`src/rtl/drf_pkg.sv`:
```
`timescale 1ns / 1ps
// Package for the dithered rectangle fill block: screen geometry, widths,
// register indexes and the structs passed between its modules. No dependencies.
package drf_pkg;

  localparam int SCREEN_WIDTH  = 128;
  localparam int SCREEN_HEIGHT = 64;
  localparam int STORE_DEPTH   = 1024;
  localparam int STORE_AW      = $clog2(STORE_DEPTH);
  localparam int NUM_PAGES     = (SCREEN_HEIGHT + 7) / 8;
  localparam int COL_W         = $clog2(SCREEN_WIDTH);
  localparam int ROW_W         = $clog2(SCREEN_HEIGHT);
  localparam int IDX_RAW_W     = $clog2(SCREEN_WIDTH * NUM_PAGES);
  localparam int IDX_W         = (IDX_RAW_W > STORE_AW) ? IDX_RAW_W : STORE_AW;
  localparam int CLIP_W        = 18;
  localparam int PAT_W         = 64;
  localparam int CFG_IDX_W     = 2;
  localparam int COORD_W       = 16;
  localparam int READ_IDX_W    = 10;

  localparam logic [CFG_IDX_W-1:0] CFG_PATTERN_EVEN = 2'd0;
  localparam logic [CFG_IDX_W-1:0] CFG_PATTERN_ODD  = 2'd1;

  localparam logic KIND_FILL = 1'b0;
  localparam logic KIND_READ = 1'b1;

  localparam logic [7:0] BYTE_ONES = 8'hFF;
  localparam logic [2:0] LAST_ROW  = 3'd7;

  typedef struct packed {
    logic             empty;
    logic [COL_W-1:0] col_first;
    logic [COL_W-1:0] col_last;
    logic [ROW_W-1:0] row_first;
    logic [ROW_W-1:0] row_last;
  } clip_t;

  typedef struct packed {
    logic                rd;
    logic                wr;
    logic [STORE_AW-1:0] addr;
    logic [7:0]          wdata;
  } store_req_t;

endpackage

```
`src/rtl/drf_clip.sv`:
```
`timescale 1ns / 1ps
// Clips a signed rectangle to the screen and reports its first and last
// column and row. Depends on drf_pkg.
module drf_clip (
  input  logic signed [drf_pkg::COORD_W-1:0] left,
  input  logic signed [drf_pkg::COORD_W-1:0] top,
  input  logic        [7:0]                  width_px,
  input  logic signed [7:0]                  height_px,
  output drf_pkg::clip_t                     clip
);
  import drf_pkg::*;

  localparam logic signed [CLIP_W-1:0] SW_S = CLIP_W'(SCREEN_WIDTH);
  localparam logic signed [CLIP_W-1:0] SH_S = CLIP_W'(SCREEN_HEIGHT);
  localparam logic signed [CLIP_W-1:0] ONE_S = CLIP_W'(1);

  logic signed [CLIP_W-1:0] x_lo, y_lo, x_end, y_end;
  logic signed [CLIP_W-1:0] x_first, y_first, x_stop, y_stop, x_last, y_last;

  always_comb begin
    x_lo    = CLIP_W'(left);
    y_lo    = CLIP_W'(top);
    x_end   = x_lo + CLIP_W'(width_px);
    y_end   = y_lo + CLIP_W'(height_px);
    x_first = x_lo[CLIP_W-1] ? '0 : x_lo;
    y_first = y_lo[CLIP_W-1] ? '0 : y_lo;
    x_stop  = (x_end > SW_S) ? SW_S : x_end;
    y_stop  = (y_end > SH_S) ? SH_S : y_end;
    x_last  = x_stop - ONE_S;
    y_last  = y_stop - ONE_S;
    clip.empty     = (x_stop <= x_first) || (y_stop <= y_first);
    clip.col_first = x_first[COL_W-1:0];
    clip.col_last  = x_last[COL_W-1:0];
    clip.row_first = y_first[ROW_W-1:0];
    clip.row_last  = y_last[ROW_W-1:0];
  end

endmodule

```
`config.mk`:
```
export PLATFORM = sky130hd
export DESIGN_NAME = drf_clip
export DESIGN_NICKNAME = d
export VERILOG_FILES = /design/src/rtl/drf_pkg.sv /design/src/rtl/drf_clip.sv
export SDC_FILE = /design/constraint.sdc
export NUM_CORES = 1
export LEC_CHECK = 0
export BUFFER_PORTS_ARGS = -buffer_cell sky130_fd_sc_hd__buf_2
export CAP_MARGIN = 5
export CORE_UTILIZATION = 47
export DETAILED_ROUTE_END_ITERATION = 12
export PLACE_DENSITY = 0.78
export SKIP_LAST_GASP = 1
export SYNTH_ARGS = -nofsm -noshare
export SYNTH_HDL_FRONTEND = slang
export SYNTH_SLANG_ARGS = --single-unit
```
`constraint.sdc`:
```
create_clock -name vclk -period 10
set_input_delay 0 -clock vclk [all_inputs]
set_output_delay 0 -clock vclk [all_outputs]
set_load 0.02 [all_outputs]
```
==> flow_summary.toml, run 1 <==
[grt]
grt_max_degree = 20
grt_first_pass_wirelength_um = 12600
grt_pass1_vias = 2953
grtUsageTotal_pct = 22.7
overflow = 0
antenna_found_initial = 0

[flow_run]
cap_viol_max_count = 0

[power]
leakage_nw = 1.68
ir_drop_uv = 45.3
powerDensity_nw_per_um2 = 78.2

[logic_synthesis]
synth.largest_area_cell = "ha_1"
yosys_warnings = 0
synth-adder-area-share_pct = 24.2
postSynthCellCount = 424
synth_nets = 529
synth_compound_area_share_pct = 27.1
synth_xor_area_share_pct = 8.18
muxShareOfSynthArea_pct = 2.20
yosysTopAreaCellShare_pct = 22.8
synth_commonest_cells = "55 x ha_1, 40 x nor2_1, 34 x nand2b_1, 31 x inv_1, 29 x nand2_1"
synth_area_per_cell_um2 = 7.11
ys_types = 69
synth_area_leaders = "ha_1 23%, nand2b_1 7.1%, nor2_1 5.0%"
synth_area_um2 = 3010
synth.most_common_cell = "ha_1"
synth_top_family_by_area = "simple AND/OR/NAND/NOR gates"
synth.yosys.seq_area_share_pct = 0
synth_simple_gate_area_share_pct = 32.8

[route]
viasPerCell = 5.84
vias = 3282
route.detailed.drc = 0
wl_per_cell_um = 13.7
wirelength_um = 7710
antenna_left = 0
drt_iter0_markers = 204
dr.pass1.iters = 5

[timing]
worstMarginPinSlew_ns = 0.751
tns_ns = 0
timing.hold.ws_ns = 0.378
min_period_ns = 4.77
rsz0062_at_grt = "false"
fin_crit_sh_pct = 47.7
slew_headroom_pct = 49.4
finalMaxSlewViolations = 0
fin_ws_ns = 5.23
max_freq_mhz = 210
setup-violations-final = 0
finalHoldViolations = 0

[worst_setup_path]
end_kind = "output pin"
crit_fanout = 9
cp-start-kind = "primary input"
required_ns = 10.00
crit_arrival_ns = 4.77
worstSetupPathType = "in2out"

[layout]
clock_buffers = 0
seq_cells = 0
fin_nets = 594
area_growth_pct = 13.9
final_util_pct = 56.7
fin_area_um2 = 3430
n_antenna_cell = 0
seq_area_um2 = 0
drive_gt1_share_pct = 20.9

[placed_design]
dpl_cell_area_um2 = 3430
hpwl_um = 6560
place_ws_ns = 5.33
place.port_buffers = 75
place_congestion = 0.884

[clock_network]
post_cts_resize_count = 0
post_cts_buffers = 0
ctsHoldBuffers = 0

[floorplanning]
start_util_pct = 49.7
design.core.area_um2 = 6060
die_h_um = 82.1
die_x_um = 82.1
core.rowCount = 28
num_io_pins = 75
dieArea_um2 = 6740

[outcome]
status = "complete, no violations"

[worst_hold_path]
hp-class = "in2out"
cells by family (layout without fill, tap and decap cells):
logic type / Yosys count / count (layout)
AND/OR/NAND/NOR: 183 / 183
AO/OA/AOI/OAI: 108 / 108
adder cells (fa/ha/maj): 57 / 57
buffers and inverters: 44 / 107
XOR/XNOR: 26 / 26
multiplexers: 6 / 6
final cells by class:
type / count / area [um2]
multi-input cells: 380 / 2850
inverters: 32 / 120
repair buffers: 75 / 375
well taps: 75 / 93.8
fillers: 611 / 2630
path summary, 6_finish.rpt:
kind                  startpoint       end  slack, ns  cells past startpoint
worst min-delay path     left[4]  clip[23]       0.38                      4
worst max-delay path      top[0]  clip[26]       5.23                     21
cell usage in the layout, fill, tap and decap left out, drive strengths merged, types with 3 or more instances in the layout:
cell type and instances:
buf 75, ha 55, nor2 41, nand2b 34, inv 32, nand2 29, o21ai 22, a21oi 21
a21o 19, xnor2 17, nor2b 14, nand3 13, and2 11, xor2 9, a211oi 8, nor3 7
nand4 6, or3 5, mux2 5, or2 5, or4 4, o31a 4, nor4 3, o21a 3
nor3b 3, a221oi 3
metal layers:
layer  share of wire [%]  track usage (%)  up-vias
met5                   0                0        -
met1                  49             31.4     1511
met4                0.60             1.40        0
li1                    -                -     1658
met2                  46             40.5      105
met3                 4.1            0.556        8
critical path, stage by stage:
cell	delay (ns)
buf_2	0.09
ha_1	0.18
inv_1	0.06
fa_1	0.39
nand2b_1	0.19
a21oi_1	0.23
o31ai_2	0.14
a21o_1	0.20
a221oi_2	0.29
nand4_2	0.18
o31a_4	0.36
or2_1	0.23
ha_1	0.28
nand4_1	0.13
nor4_1	0.45
nand2b_1	0.13
mux2_2	0.29
or4_1	0.39
o221ai_1	0.19
a311o_1	0.17
buf_2	0.17
metrics by stage:
stage / power, mW / instances
final: 0.269 / 562
after global routing: 0.300 / 562
after global placement: 0.259 / 562
after detailed placement: 0.265 / 562
after CTS: 0.267 / 562
after floorplan: 0.201 / 424
power breakdown:
group	total, mW	internal [mW]	switching (mW)	leakage, nW
registers	0	0	0	0
logic	0.269	0.114	0.155	1.68
clock network	0	0	0	0
total	0.269	0.114	0.155	1.68
(Power assumes the default switching activity.)
==> run 2, diff against run 1 <==
==> constraint.sdc (replaced) <==
create_clock -name vclk -period 4.9
set_input_delay 0 -clock vclk [all_inputs]
set_output_delay 0 -clock vclk [all_outputs]
set_load 0.02 [all_outputs]
==> run 2 against run 1 <==
  * Cell area increased by 2.4%
  * Highest routed layer unchanged
  * Clock-buffer cell count did not move
  * Critical path type unchanged
  * Worst hold slack got worse by 0.00058 ns
==> flow_summary.toml, run 2 (same netlist as run 1, synthesis figures left out) <==
[floorplanning]
start_util_pct = 49.7
num_io_pins = 75
die_h_um = 82.1
core.rowCount = 28
dieArea_um2 = 6740
design.core.area_um2 = 6060
die_x_um = 82.1

[route]
viasPerCell = 5.76
wirelength_um = 8010
antenna_left = 0
vias = 3275
route.detailed.drc = 0
drt_iter0_markers = 156
dr.pass1.iters = 4
wl_per_cell_um = 14.1

[timing]
fin_ws_ns = 0.263
worstMarginPinSlew_ns = 0.558
finalMaxSlewViolations = 0
min_period_ns = 4.64
finalHoldViolations = 0
slew_headroom_pct = 62.2
setup-violations-final = 0
fin_crit_sh_pct = 94.6
max_freq_mhz = 216
tns_ns = 0

[power]
p_int_mw = 0.243
pwr-share-clk_pct = 0
ir_drop_uv = 90.6
powerDensity_nw_per_um2 = 162
finalPower_mw = 0.568
p_comb_share_pct = 100.0
p_sw_share_pct = 57.3
leakage_nw = 1.72
switching_power_mw = 0.326
pwr-share-seq_pct = 0

[grt]
busiest_layer = "met2"
grtUsageMet1_pct = 31.2
antenna_found_initial = 0
grt_util_met2_pct = 43.2
use_met3_pct = 1.11
grt_pass1_vias = 3020
overflow = 0
grtUsageTotal_pct = 23.6
grt_first_pass_wirelength_um = 12900
grt_max_degree = 20

[layout]
clock_buffers = 0
seq_area_um2 = 0
fin_nets = 601
mostFrequentLayoutCells = "75 x buf_2, 55 x ha_1, 40 x nor2_1"
n_antenna_cell = 0
final_util_pct = 58.1
drive_gt1_share_pct = 23.1
area_growth_pct = 16.7
final_cells = 569
final_common_cell = "buf_2"
seq_cells = 0

[worst_setup_path]
crit_arrival_ns = 4.64
slowest_stage = "or4_1"
critPathBufInv = 3
cp-start-kind = "primary input"
crit_chain = "buf_2, ha_1, inv_1, fa_1, nand2b_1, a21oi_2, o31ai_2, a21o_1, a221oi_2, nand4_2, o31a_4, or2_1, ha_1, nand4_1, nor4_4, nand2_1, mux2_2, or4_1, o221ai_1, a311o_1, buf_2"
required_ns = 4.90
cpPeakStageDelay_ns = 0.41
end_kind = "output pin"
crit_fanout = 9
worstSetupPathType = "in2out"
cp_top_family = "simple AND/OR/NAND/NOR gates"

[worst_hold_path]
holdPathEnd = "clip[24]"
whs_path_depth = 4
hp-class = "in2out"
hold_path_startpoint = "left[5]"

[placed_design]
place_congestion = 0.869
place_ws_ns = 0.223
hpwl_um = 6710
placed_cells = 566
place.port_buffers = 75

[clock_network]
ctsHoldBuffers = 0

[outcome]
status = "complete, no violations"

[flow_run]
cap_viol_max_count = 0
[run 2: changes by cell type in the layout (fill, tap and decap cells not counted), sizes merged]
cell	before	now
buf	75	82
[run 2: worst max-delay path by stage]
stage	from	end	slack, ns	depth (start not counted)
floorplan	top[0]	clip[26]	0.70	19
global placement	height_px[7]	clip[26]	0.41	18
detailed placement	height_px[7]	clip[26]	0.22	18
CTS	height_px[7]	clip[26]	0.20	18
global route	top[0]	clip[26]	-0.03	21
finish	top[0]	clip[26]	0.26	21
[run 2: repair_timing]
item	in CTS	in global routing
endpoints found under the setup margin	0	1
buffers inserted	0	3
resized for setup	0	6
[run 2: power groups by stage]
stage                     logic [mW]  clock network [mW]  registers [mW]
after floorplan                0.409                   0               0
after global placement         0.533                   0               0
after detailed placement       0.548                   0               0
after CTS                      0.553                   0               0
after global routing           0.636                   0               0
final                          0.568                   0               0
[run 2: through the flow]
step	hold WS, ns	cell area [um2]
CTS	0.379	3460
global route	0.396	3520
global placement	0.373	3460
finish	0.378	3520
detailed placement	0.375	3460
floorplan	0.168	3010
[run 2: per-layer routing]
| layer | part of all wire, % | wire, um |
|---|---|---|
| met5 | 0 | 0 |
| met4 | 0.39 | 31 |
| met3 | 4.2 | 333 |
| met2 | 48 | 3880 |
| met1 | 47 | 3770 |
[run 2: area by class of cell]
cell class / count / area (um2)
Timing Repair Buffer: 82 / 428
Tap cell: 75 / 93.8
Multi-Input combinational cell: 380 / 2880
Inverter: 32 / 120
Fill cell: 584 / 2540
